### config.mk
export PLATFORM = sky130hd
export DESIGN_NAME = wrapping_range_arithmetic
export DESIGN_NICKNAME = d
export VERILOG_FILES = /design/src/wra_pkg.sv /design/src/wra_divider.sv /design/src/wra_ctrl.sv /design/src/wra_dpath.sv /design/src/wrapping_range_arithmetic.sv
export SDC_FILE = /design/constraint.sdc
export NUM_CORES = 2
export LEC_CHECK = 0
export BUFFER_PORTS_ARGS = -buffer_cell sky130_fd_sc_hd__buf_4
export CORE_AREA = 2 2 226 228
export DETAILED_ROUTE_END_ITERATION = 16
export DIE_AREA = 0 0 228 230
export GPL_ROUTABILITY_DRIVEN = 0
export PLACE_DENSITY = 0.74
export SYNTH_ARGS = -nofsm -noshare
export SYNTH_HDL_FRONTEND = slang
export SYNTH_SLANG_ARGS = --single-unit
### constraint.sdc
create_clock -name clk -period 17 [get_ports clk]
set_clock_uncertainty 0.05 [all_clocks]
set_input_delay 3.4 -clock clk [delete_from_list [all_inputs] [get_ports clk]]
set_output_delay 3.4 -clock clk [all_outputs]
set_load 0.01 [all_outputs]
### src/wra_pkg.sv
// Shared types and codes for the wrapping range arithmetic block.
// No dependencies; imported by the controller, datapath and top level.
package wra_pkg;

  // Request codes; the unused codes read the held value.
  localparam logic [2:0] REQ_ASSIGN = 3'd0;
  localparam logic [2:0] REQ_ADD    = 3'd1;
  localparam logic [2:0] REQ_SUB    = 3'd2;
  localparam logic [2:0] REQ_MUL    = 3'd3;
  localparam logic [2:0] REQ_DIV    = 3'd4;

  // Register index, taken from the word address bit.
  localparam logic REG_MIN_BOUND = 1'b0;
  localparam logic REG_MAX_BOUND = 1'b1;

  typedef enum logic [2:0] {
    ST_IDLE,
    ST_EXEC,
    ST_DIV,
    ST_DIV_FIN,
    ST_MOD_INIT,
    ST_MOD,
    ST_MOD_FIN,
    ST_DONE
  } state_t;

  typedef struct packed {
    logic capture;
    logic exec;
    logic div_step;
    logic div_fin;
    logic mod_init;
    logic mod_step;
    logic mod_fin;
    logic deliver;
  } cmd_t;

  typedef struct packed {
    logic need_div;
    logic out_free;
  } status_t;

endpackage

### src/wra_divider.sv
// Bit-serial restoring divider, one quotient bit per step.
// No dependencies; instantiated by the datapath.
module wra_divider #(
  parameter int DVD_WIDTH = 32,
  parameter int DVS_WIDTH = 17
) (
  input  logic                 clk,
  input  logic                 load,
  input  logic                 step,
  input  logic [DVD_WIDTH-1:0] dividend,
  input  logic [DVS_WIDTH-1:0] divisor,
  output logic [DVD_WIDTH-1:0] quotient,
  output logic [DVS_WIDTH-1:0] remainder
);

  logic [DVS_WIDTH-1:0] dvs;
  logic [DVS_WIDTH:0]   trial;
  logic                 fits;

  // Shift in the next dividend bit and test against the divisor.
  assign trial = {remainder, quotient[DVD_WIDTH-1]};
  assign fits  = trial >= {1'b0, dvs};

  always_ff @(posedge clk) begin
    if (load) begin
      quotient  <= dividend;
      remainder <= '0;
      dvs       <= divisor;
    end else if (step) begin
      quotient <= {quotient[DVD_WIDTH-2:0], fits};
      if (fits) begin
        remainder <= DVS_WIDTH'(trial - {1'b0, dvs});
      end else begin
        remainder <= trial[DVS_WIDTH-1:0];
      end
    end
  end

endmodule

### src/wra_ctrl.sv
// Sequencing state machine for the wrapping range arithmetic block.
// Depends on wra_pkg for the state, command and status types.
module wra_ctrl #(
  parameter int DATA_WIDTH = 16
) (
  input  logic              clk,
  input  logic              rst,
  input  logic              in_valid,
  output logic              in_ready,
  input  wra_pkg::status_t  status,
  output wra_pkg::cmd_t     cmd
);
  import wra_pkg::*;

  localparam int CW = $clog2(2 * DATA_WIDTH);

  state_t        state;
  state_t        state_next;
  logic [CW-1:0] cnt;
  logic [CW-1:0] cnt_next;

  always_ff @(posedge clk) begin
    if (rst) begin
      state <= ST_IDLE;
      cnt   <= '0;
    end else begin
      state <= state_next;
      cnt   <= cnt_next;
    end
  end

  // Count divider steps; clear outside the stepping states.
  always_comb begin
    if (state == ST_DIV || state == ST_MOD) begin
      cnt_next = cnt + CW'(1);
    end else begin
      cnt_next = '0;
    end
  end

  always_comb begin
    state_next = state;
    case (state)
      ST_IDLE: begin
        if (in_valid) state_next = ST_EXEC;
      end
      ST_EXEC: begin
        state_next = status.need_div ? ST_DIV : ST_MOD_INIT;
      end
      ST_DIV: begin
        if (cnt == CW'(DATA_WIDTH - 1)) state_next = ST_DIV_FIN;
      end
      ST_DIV_FIN:  state_next = ST_MOD_INIT;
      ST_MOD_INIT: state_next = ST_MOD;
      ST_MOD: begin
        if (cnt == CW'(2 * DATA_WIDTH - 1)) state_next = ST_MOD_FIN;
      end
      ST_MOD_FIN: state_next = ST_DONE;
      ST_DONE: begin
        if (status.out_free) state_next = ST_IDLE;
      end
      default: state_next = ST_IDLE;
    endcase
  end

  always_comb begin
    cmd      = '0;
    in_ready = 1'b0;
    case (state)
      ST_IDLE: begin
        in_ready    = 1'b1;
        cmd.capture = in_valid;
      end
      ST_EXEC:     cmd.exec     = 1'b1;
      ST_DIV:      cmd.div_step = 1'b1;
      ST_DIV_FIN:  cmd.div_fin  = 1'b1;
      ST_MOD_INIT: cmd.mod_init = 1'b1;
      ST_MOD:      cmd.mod_step = 1'b1;
      ST_MOD_FIN:  cmd.mod_fin  = 1'b1;
      ST_DONE:     cmd.deliver  = status.out_free;
      default:     cmd          = '0;
    endcase
  end

endmodule

### src/wra_dpath.sv
// Datapath: held value, operation unit, shared divider and output register.
// Depends on wra_pkg and wra_divider.
module wra_dpath #(
  parameter int DATA_WIDTH = 16
) (
  input  logic                         clk,
  input  logic                         rst,
  input  wra_pkg::cmd_t                cmd,
  output wra_pkg::status_t             status,
  input  logic [2:0]                   req_type,
  input  logic signed [DATA_WIDTH-1:0] operand,
  input  logic                         write_back,
  input  logic signed [DATA_WIDTH-1:0] min_bound,
  input  logic signed [DATA_WIDTH-1:0] max_bound,
  input  logic                         out_ready,
  output logic                         out_valid,
  output logic signed [DATA_WIDTH-1:0] result,
  output logic                         zero_divisor
);
  import wra_pkg::*;

  localparam int W  = DATA_WIDTH;
  localparam int XW = 2 * DATA_WIDTH;
  localparam int VW = DATA_WIDTH + 1;

  logic [2:0]            kind;
  logic signed [W-1:0]   opd;
  logic                  wb;
  logic signed [W-1:0]   lo;
  logic [VW-1:0]         span;
  logic signed [W-1:0]   held;
  logic signed [XW-1:0]  x;
  logic                  zdiv;
  logic                  qneg;
  logic                  dneg;
  logic signed [W-1:0]   res;

  logic signed [W-1:0]   lo_in;
  logic signed [W-1:0]   hi_in;
  logic signed [XW-1:0]  prod;
  logic [W-1:0]          cur_mag;
  logic [W-1:0]          opd_mag;
  logic signed [XW:0]    d_full;
  logic [XW-1:0]         d_mag;
  logic signed [XW-1:0]  q_ext;
  logic [VW-1:0]         m;
  logic                  div_load;
  logic                  div_step;
  logic [XW-1:0]         dividend;
  logic [VW-1:0]         divisor;
  logic [XW-1:0]         quot;
  logic [VW-1:0]         rem;

  assign lo_in   = (min_bound < max_bound) ? min_bound : max_bound;
  assign hi_in   = (min_bound < max_bound) ? max_bound : min_bound;
  assign prod    = held * opd;
  assign cur_mag = held[W-1] ? W'(-held) : W'(held);
  assign opd_mag = opd[W-1] ? W'(-opd) : W'(opd);
  assign d_full  = (XW+1)'(x) - (XW+1)'(lo);
  assign d_mag   = d_full[XW] ? XW'(-d_full) : XW'(d_full);
  assign q_ext   = XW'(quot[W-1:0]);
  assign m       = (dneg && rem != '0) ? VW'(span - rem) : rem;

  // One divider serves the quotient and then the modulo by the span.
  assign div_load = cmd.exec | cmd.mod_init;
  assign div_step = cmd.div_step | cmd.mod_step;
  assign dividend = cmd.mod_init ? d_mag : {cur_mag, {W{1'b0}}};
  assign divisor  = cmd.mod_init ? span : {1'b0, opd_mag};

  wra_divider #(
    .DVD_WIDTH (XW),
    .DVS_WIDTH (VW)
  ) u_div (
    .clk       (clk),
    .load      (div_load),
    .step      (div_step),
    .dividend  (dividend),
    .divisor   (divisor),
    .quotient  (quot),
    .remainder (rem)
  );

  assign status.need_div = (kind == REQ_DIV) && (opd != '0);
  assign status.out_free = !out_valid || out_ready;

  always_ff @(posedge clk) begin
    if (cmd.capture) begin
      kind <= req_type;
      opd  <= operand;
      wb   <= write_back;
      lo   <= lo_in;
      span <= VW'(hi_in) - VW'(lo_in) + VW'(1);
    end
    if (cmd.exec) begin
      zdiv <= (kind == REQ_DIV) && (opd == '0);
      qneg <= held[W-1] ^ opd[W-1];
      case (kind)
        REQ_ASSIGN: x <= XW'(opd);
        REQ_ADD:    x <= XW'(held) + XW'(opd);
        REQ_SUB:    x <= XW'(held) - XW'(opd);
        REQ_MUL:    x <= prod;
        REQ_DIV:    x <= '0;
        default:    x <= XW'(held);
      endcase
    end
    if (cmd.div_fin) begin
      x <= qneg ? -q_ext : q_ext;
    end
    if (cmd.mod_init) begin
      dneg <= d_full[XW];
    end
    if (cmd.mod_fin) begin
      res <= lo + W'(m);
    end
    if (cmd.deliver) begin
      result       <= res;
      zero_divisor <= zdiv;
    end
  end

  always_ff @(posedge clk) begin
    if (rst) begin
      held      <= '0;
      out_valid <= 1'b0;
    end else begin
      if (cmd.deliver && wb) begin
        held <= res;
      end
      if (cmd.deliver) begin
        out_valid <= 1'b1;
      end else if (out_ready) begin
        out_valid <= 1'b0;
      end
    end
  end

endmodule

### src/wrapping_range_arithmetic.sv
// Top level of the wrapping range arithmetic block: APB registers and wiring.
// Depends on wra_pkg, wra_ctrl and wra_dpath (and through it wra_divider).
//
// The block holds one signed value and applies assign, add, subtract,
// multiply or truncating divide with the request operand; the exact result
// is wrapped into the inclusive interval between the two bound registers
// (used swapped when the lower exceeds the upper) as
// lo + ((x - lo) mod (hi - lo + 1)) and returned, and stored back only when
// write_back is set. A divide by zero returns the wrapped zero with
// zero_divisor high. One request is worked at a time through the single
// bit-serial restoring divider, which for a divide by a non-zero operand
// first forms the quotient in DATA_WIDTH steps and then, for every
// request, forms the modulo by the span in 2*DATA_WIDTH steps. The result
// sits in an output register, so the next request beat is taken while a
// finished result waits; only when the previous result is still untaken at
// completion does the block hold.
// Bounds live at byte addresses 0 and 4; write them only while idle.
module wrapping_range_arithmetic #(
  parameter int DATA_WIDTH = 16
) (
  input  logic                         clk,
  input  logic                         rst,
  input  logic                         in_valid,
  output logic                         in_ready,
  input  logic [2:0]                   req_type,
  input  logic signed [DATA_WIDTH-1:0] operand,
  input  logic                         write_back,
  output logic                         out_valid,
  input  logic                         out_ready,
  output logic signed [DATA_WIDTH-1:0] result,
  output logic                         zero_divisor,
  input  logic                         psel,
  input  logic                         penable,
  input  logic                         pwrite,
  input  logic [2:0]                   paddr,
  input  logic [31:0]                  pwdata,
  output logic [31:0]                  prdata,
  output logic                         pready
);
  import wra_pkg::*;

  logic signed [DATA_WIDTH-1:0] min_bound;
  logic signed [DATA_WIDTH-1:0] max_bound;
  logic                         cfg_write;
  cmd_t                         cmd;
  status_t                      status;

  // Zero-wait port: every access completes in its access cycle.
  assign pready    = 1'b1;
  assign cfg_write = psel && penable && pwrite && pready;

  // Decode on the word address bit; byte offsets are ignored.
  always_ff @(posedge clk) begin
    if (rst) begin
      min_bound <= '0;
      max_bound <= DATA_WIDTH'(255);
    end else if (cfg_write) begin
      if (paddr[2] == REG_MIN_BOUND) begin
        min_bound <= pwdata[DATA_WIDTH-1:0];
      end else begin
        max_bound <= pwdata[DATA_WIDTH-1:0];
      end
    end
  end

  // Read back sign-extended to the bus width.
  assign prdata = (paddr[2] == REG_MAX_BOUND) ? 32'(max_bound) : 32'(min_bound);

  wra_ctrl #(
    .DATA_WIDTH (DATA_WIDTH)
  ) u_ctrl (
    .clk      (clk),
    .rst      (rst),
    .in_valid (in_valid),
    .in_ready (in_ready),
    .status   (status),
    .cmd      (cmd)
  );

  wra_dpath #(
    .DATA_WIDTH (DATA_WIDTH)
  ) u_dpath (
    .clk          (clk),
    .rst          (rst),
    .cmd          (cmd),
    .status       (status),
    .req_type     (req_type),
    .operand      (operand),
    .write_back   (write_back),
    .min_bound    (min_bound),
    .max_bound    (max_bound),
    .out_ready    (out_ready),
    .out_valid    (out_valid),
    .result       (result),
    .zero_divisor (zero_divisor)
  );

endmodule

[Yosys cells after proc, flatten, opt, wreduce, memory -nomap -nowiden]
Index checks and enable logic that the tools add are counted.
Storage, ports and cells
  input port bits: 62
  register bits: 244
  word-level logic and storage cells: 114
Operators by class
  reduce and logical (&&, ||, !) cells: 21
  multipliers: 1
  magnitude comparators: 2
  muxes and demuxes: 33
  equal/unequal tests: 17
  $add $sub $neg: 13
  bitwise operators: 5
Operators by type and width (number)
  $mux 32: 8
  $pmux 32 s5: 1
  $mux 16: 6
  $sub 16x16->17: 2
  $sub 32x16->33: 1
  $mul 16x16->32: 1
  $neg 16->16: 2
  $neg 16->32: 1
  $neg 32->32: 1
  $pmux 3 s8: 1
  $ge 18x17->1: 1
  $add 16x16->17: 1
  $add 17x2->17 const B: 1
  $mux 17: 1
  $reduce_bool 17->1: 1
  $sub 17x17->17: 1
  $add 16x16->16: 1
  $logic_not 16->1: 1
  $lt 16x16->1: 1
  $reduce_bool 16->1: 1
  $sub 16x16->16: 1
  $eq 3x3->1 const B: 5
  $mux 3: 5
  $eq 3x2->1 const B: 4
  18 further kinds: 43

[Depth between registers and ports, before layout]
  depth after elaboration: 5
  depth in mapped cells: 28
  gate-level depth less buffers: 27

[By module]
Synthesis repeated with hierarchy kept, for this count alone.
Unflattened totals
  cell total of the unflattened synthesis: 3215
  area, all modules: 28636.2 um^2
Modules (own cells, without submodules)
  wra_dpath: area each 22995.8 um^2, cells an instance 2699, instances 1
  wra_divider: area each 3468.3 um^2, cells an instance 293, instances 1
  wrapping_range_arithmetic: area each 1699.1 um^2, cells an instance 169, instances 1
  wra_ctrl: area each 473.0 um^2, cells an instance 54, instances 1

[Least setup slack after synthesis]
Ideal clock, no wire load.
  path type: input to output
  start point: input paddr[2]
  end point: output prdata[10]
  buffers on the path: 2
  path slack: 9.102 ns
  stages: 3
  data arrival time: 4.448 ns
  required time: 13.550 ns
  cells stage by stage: clkbuf_1 clkbuf_1 mux2_2
Between the ends
  word-level cells in the longest chain between the ends: 1
Ends and longest elaborated chain
  start, declared: line wrapping_range_arithmetic.sv:35  | input logic [2:0] paddr,
  $mux 32: line wrapping_range_arithmetic.sv:67  | assign prdata = (paddr[2] == REG_MAX_BOUND) ? 32'(max_bound) : 32'(min_bound);
  end, declared: line wrapping_range_arithmetic.sv:37  | output logic [31:0] prdata,
Every way passes these cells.

[Worst setup path in the final report]
  start point: register u_dpath.opd[3]
  end point: register u_dpath.x[29] (data pin)
Between the ends
  word-level cells in the longest chain between the ends: 4
Ends and longest elaborated chain
  start, declared: line wra_dpath.sv:27  | logic signed [W-1:0] opd;
  start signal, assigned: line wra_dpath.sv:89  | opd <= operand;
  $mul 16x16->32, or another cell as far along: line wra_dpath.sv:56  | assign prod = held * opd;
  $pmux 32 s5 *: line wra_dpath.sv:97  | case (kind)
  $mux 32 *: line wra_dpath.sv:94  | if (cmd.exec) begin
  $mux 32 *: line wra_dpath.sv:106  | if (cmd.div_fin) begin
  end signal, assigned: line wra_dpath.sv:98  | REQ_ASSIGN: x <= XW'(opd);
  end signal, assigned: line wra_dpath.sv:99  | REQ_ADD: x <= XW'(held) + XW'(opd);
  end signal, assigned: line wra_dpath.sv:107  | x <= qneg ? -q_ext : q_ext;
  end, declared: line wra_dpath.sv:32  | logic signed [XW-1:0] x;
Every way passes the cells marked *; elsewhere a longest branch is shown, timed or not. The select of a mux whose other input is x is not followed.
A chain may end at the register's enable or synchronous reset.

==> results by group <==
Outcome
  • Status: complete, no violations

CTS
  • CTS Hold Buffers Added: 0
  • CTS buffer count: 28
  • Post-CTS Setup Bufs: 0
  • CTS tree: yes
  • H-tree Lvls: 1
  • Clock Latency Late Sink: 0.59 ns
  • Root buffer cell: clkbuf_16
  • CTS-repair resized insts: 0
  • CTS Buffer Depth: 3
  • TritonCTS sink count: 244
  • Reg clk slew, reported paths: 0.07 ns

STA
  • Max Freq: 0.115 GHz
  • Endpoints failing setup: 0
  • Post-route setup TNS: 0 ns
  • Fin crit period: 8.67 ns
  • Final period util: 0.510
  • Hold Slack: 0.369 ns
  • Slew @ Worst Pin: 1.20 ns
  • RSZ-0062 raised after global routing: false
  • Fin. Hold Viols: 0
  • Max-slew violations: 0
  • Slew HR: 0.194

Floorplan
  • Core area: 49900 sq um
  • Initial core utilization: 0.565
  • Row count: 82
  • Die ar.: 52400 sq um
  • I/O Pins: 114
  • Die Y: 230 microns
  • Die Wd: 228 microns

Power and ir drop
  • Switch Pwr: 866 uW
  • Pint: 1.40 mW
  • P_leak: 13.5 nW
  • Peak supply drop: 0.0730 mV
  • Pwr/cell area: 75.0 nW/um^2
  • Switching Fraction: 0.382
  • Tot Pwr: 2.27 mW
  • Sequential power share: 0.354
  • Clock Power Share: 0.265
  • Comb pwr share: 0.381

Yosys
  • Synthesis Warnings: 0
  • Mapped cell area: 28200 sq um
  • Post-synth EDFFs: 170
  • Synthesized netlist cell count: 3240
  • Ys flop type: edfxtp_1
  • Yosys top cell area share: 0.191
  • Synth top area cells: fa_1 (19%), edfxtp_1 (18%), ha_1 (10%)
  • Netlist cell types: 89
  • Post-synth top area cell: fa_1
  • Avg Inst Size Synth: 8.70 sq um
  • #FFs+latches synth: 244
  • Ys async rst share: 0
  • Register area share after synthesis: 0.234
  • Syn_nets: 3804

Drt
  • Post-route ant nets: 0
  • Vias: 23800
  • Remaining routing DRC violations: 0
  • WL/cell: 20.5 microns
  • Vias/cell: 6.06
  • DRT Wirelength: 80.7 mm
  • DR pass1 iterations: 6
  • Iter 0 DRT Violations: 2312

Worst setup path
  • Cell Chain, Critical Path: clkinv_1 > nor2_1 > fa_1 > fa_1 > fa_1 > fa_1 > fa_1 > inv_1 > fa_1 > inv_1 > ha_1 > a21o_1 > a2111oi_0 > o21ai_0 > a31oi_1 > o31ai_1 > a21oi_1 > xor2_1 > o211ai_1
  • Arrival time at the worst endpoint: 8.92 ns
  • Buf+Inv Stages, Crit Path: 3
  • Top cell by count, worst path: fa_1
  • CP Launch Type: flop
  • Max FO, Critical Path: 16
  • Cell family with most CP delay: adder cells
  • CP max stage delay: 0.95 ns
  • CP endpoint kind: flop
  • Slowest cell on the critical path: edfxtp_1
  • Crit path required time: 17.25 ns
  • Critical path type: flop to flop

GRT
  • GRT Overall Usage: 0.307
  • Vias in the first global route: 23400
  • Gr ovfl total: 0
  • First-pass GRT wire length: 127 mm
  • Largest net degree at the start of global routing: 58
  • Initial antenna violation count: 0

Placement
  • HPWL Detailed: 61.8 mm
  • Dpl cells: 3876
  • Placed instance area: 29300 sq um
  • Port Buf Inserts: 94

Layout
  • Commonest non-fill, non-tap cells in the layout: inv_1 (486), nand2_1 (400), fa_1 (269)
  • Nets: 3798
  • Share of layout cells above drive strength 1: 0.0679
  • Register Area: 6590 sq um
  • Area growth syn-to-layout: 7.20%
  • Post-Layout Inst Area: 30200 sq um
  • Multi-input gate area in the final layout: 19100 sq um
  • Non-filler instance count after layout: 3930
  • Commonest non-fill, non-tap cell in the layout: inv_1
  • FILL cells: 4265

Job
  • Max-cap violations: 0

Hold path
  • HP Class: flop to flop
-- synth_stat cells, types with 29 or more instances --
cell type and count:
fa_1 269, nand3_1 52, xor2_1 75, a21oi_1 183, clkbuf_1 128, ha_1 233
nor2b_1 29, a21o_1 44, inv_1 486, nor2_1 150, o21ai_0 189, dfxtp_1 74
xnor2_1 98, nor3_1 44, o211ai_1 41, and2_1 102, edfxtp_1 170, nand2_1 400
-- layout make-up --
cell class                      instances  share of cell area
Multi-Input combinational cell       2340               0.631
Sequential cell                       244               0.218
Inverter                              490              0.0609
Timing Repair Buffer                  130              0.0323
Tap cell                              672              0.0278
Clock buffer                           41              0.0258
Clock inverter                         11             0.00385
Antenna cell                            2            0.000166
-- per-stage QoR --
stage | setup WS (ns) | utilization
final | 8.33 | 0.606
after global routing | 8.05 | 0.606
after global placement | 8.90 | 0.588
after CTS | 8.57 | 0.606
after floorplan | 9.10 | -
after detailed placement | 8.63 | 0.588
-- power by group through the flow --
stage                     clock network, mW  logic, mW  registers, mW
after floorplan                           0      0.643          0.773
final                                 0.599      0.864          0.803
after CTS                             0.609      0.848          0.799
after global routing                  0.630      0.951          0.807
after global placement                    0      0.809          0.809
after detailed placement                  0      0.839          0.811
-- sequential cells by signal, indices dropped and copies added, names as in the netlist --
| register | count |
|---|---|
| u_dpath.opd | 16 |
| u_dpath.x | 32 |
| u_dpath.held | 16 |
| u_dpath.kind | 3 |
| u_dpath.u_div.quotient | 32 |
| u_dpath.span | 17 |
| u_dpath.result | 16 |
| u_dpath.wb | 1 |
| min_bound | 16 |
| u_dpath.zdiv | 1 |
| u_dpath.qneg | 1 |
| u_dpath.res | 16 |
| u_dpath.out_valid | 1 |
| max_bound | 16 |
| u_ctrl.state | 3 |
| u_dpath.dneg | 1 |
| u_dpath.u_div.remainder | 17 |
| u_dpath.lo | 16 |
| u_dpath.zero_divisor | 1 |
| u_ctrl.cnt | 5 |
| u_dpath.u_div.dvs | 17 |
-- worst paths after layout --
| check | startpoint | to | slack (ns) | cells past startpoint |
|---|---|---|---|---|
| worst max-delay path | u_dpath.opd[3] | u_dpath.x[29] | 8.33 | 19 |
| worst max register to register | u_dpath.opd[3] | u_dpath.x[29] | 8.33 | 19 |
| worst min register to register | u_dpath.zdiv | u_dpath.zero_divisor | 0.37 | 0 |
| worst min-delay path | u_dpath.zdiv | u_dpath.zero_divisor | 0.37 | 0 |
-- layer usage --
| metal | wire [microns] | track usage |
|---|---|---|
| met2 | 36700 | 0.497 |
| met4 | 3800 | 0.130 |
| met3 | 7840 | 0.0490 |
| met1 | 32300 | 0.410 |
| met5 | 0 | 0 |
-- cells by family after synthesis --
group,synth area share
compound gates,0.162
mux,0.0123
simple gates,0.153
fa+ha+maj,0.295
xor+xnor,0.0538
flops,0.234
other cells,0.000133
buf+inv,0.0903
No activity file was read; power rests on OpenSTA's default activity.
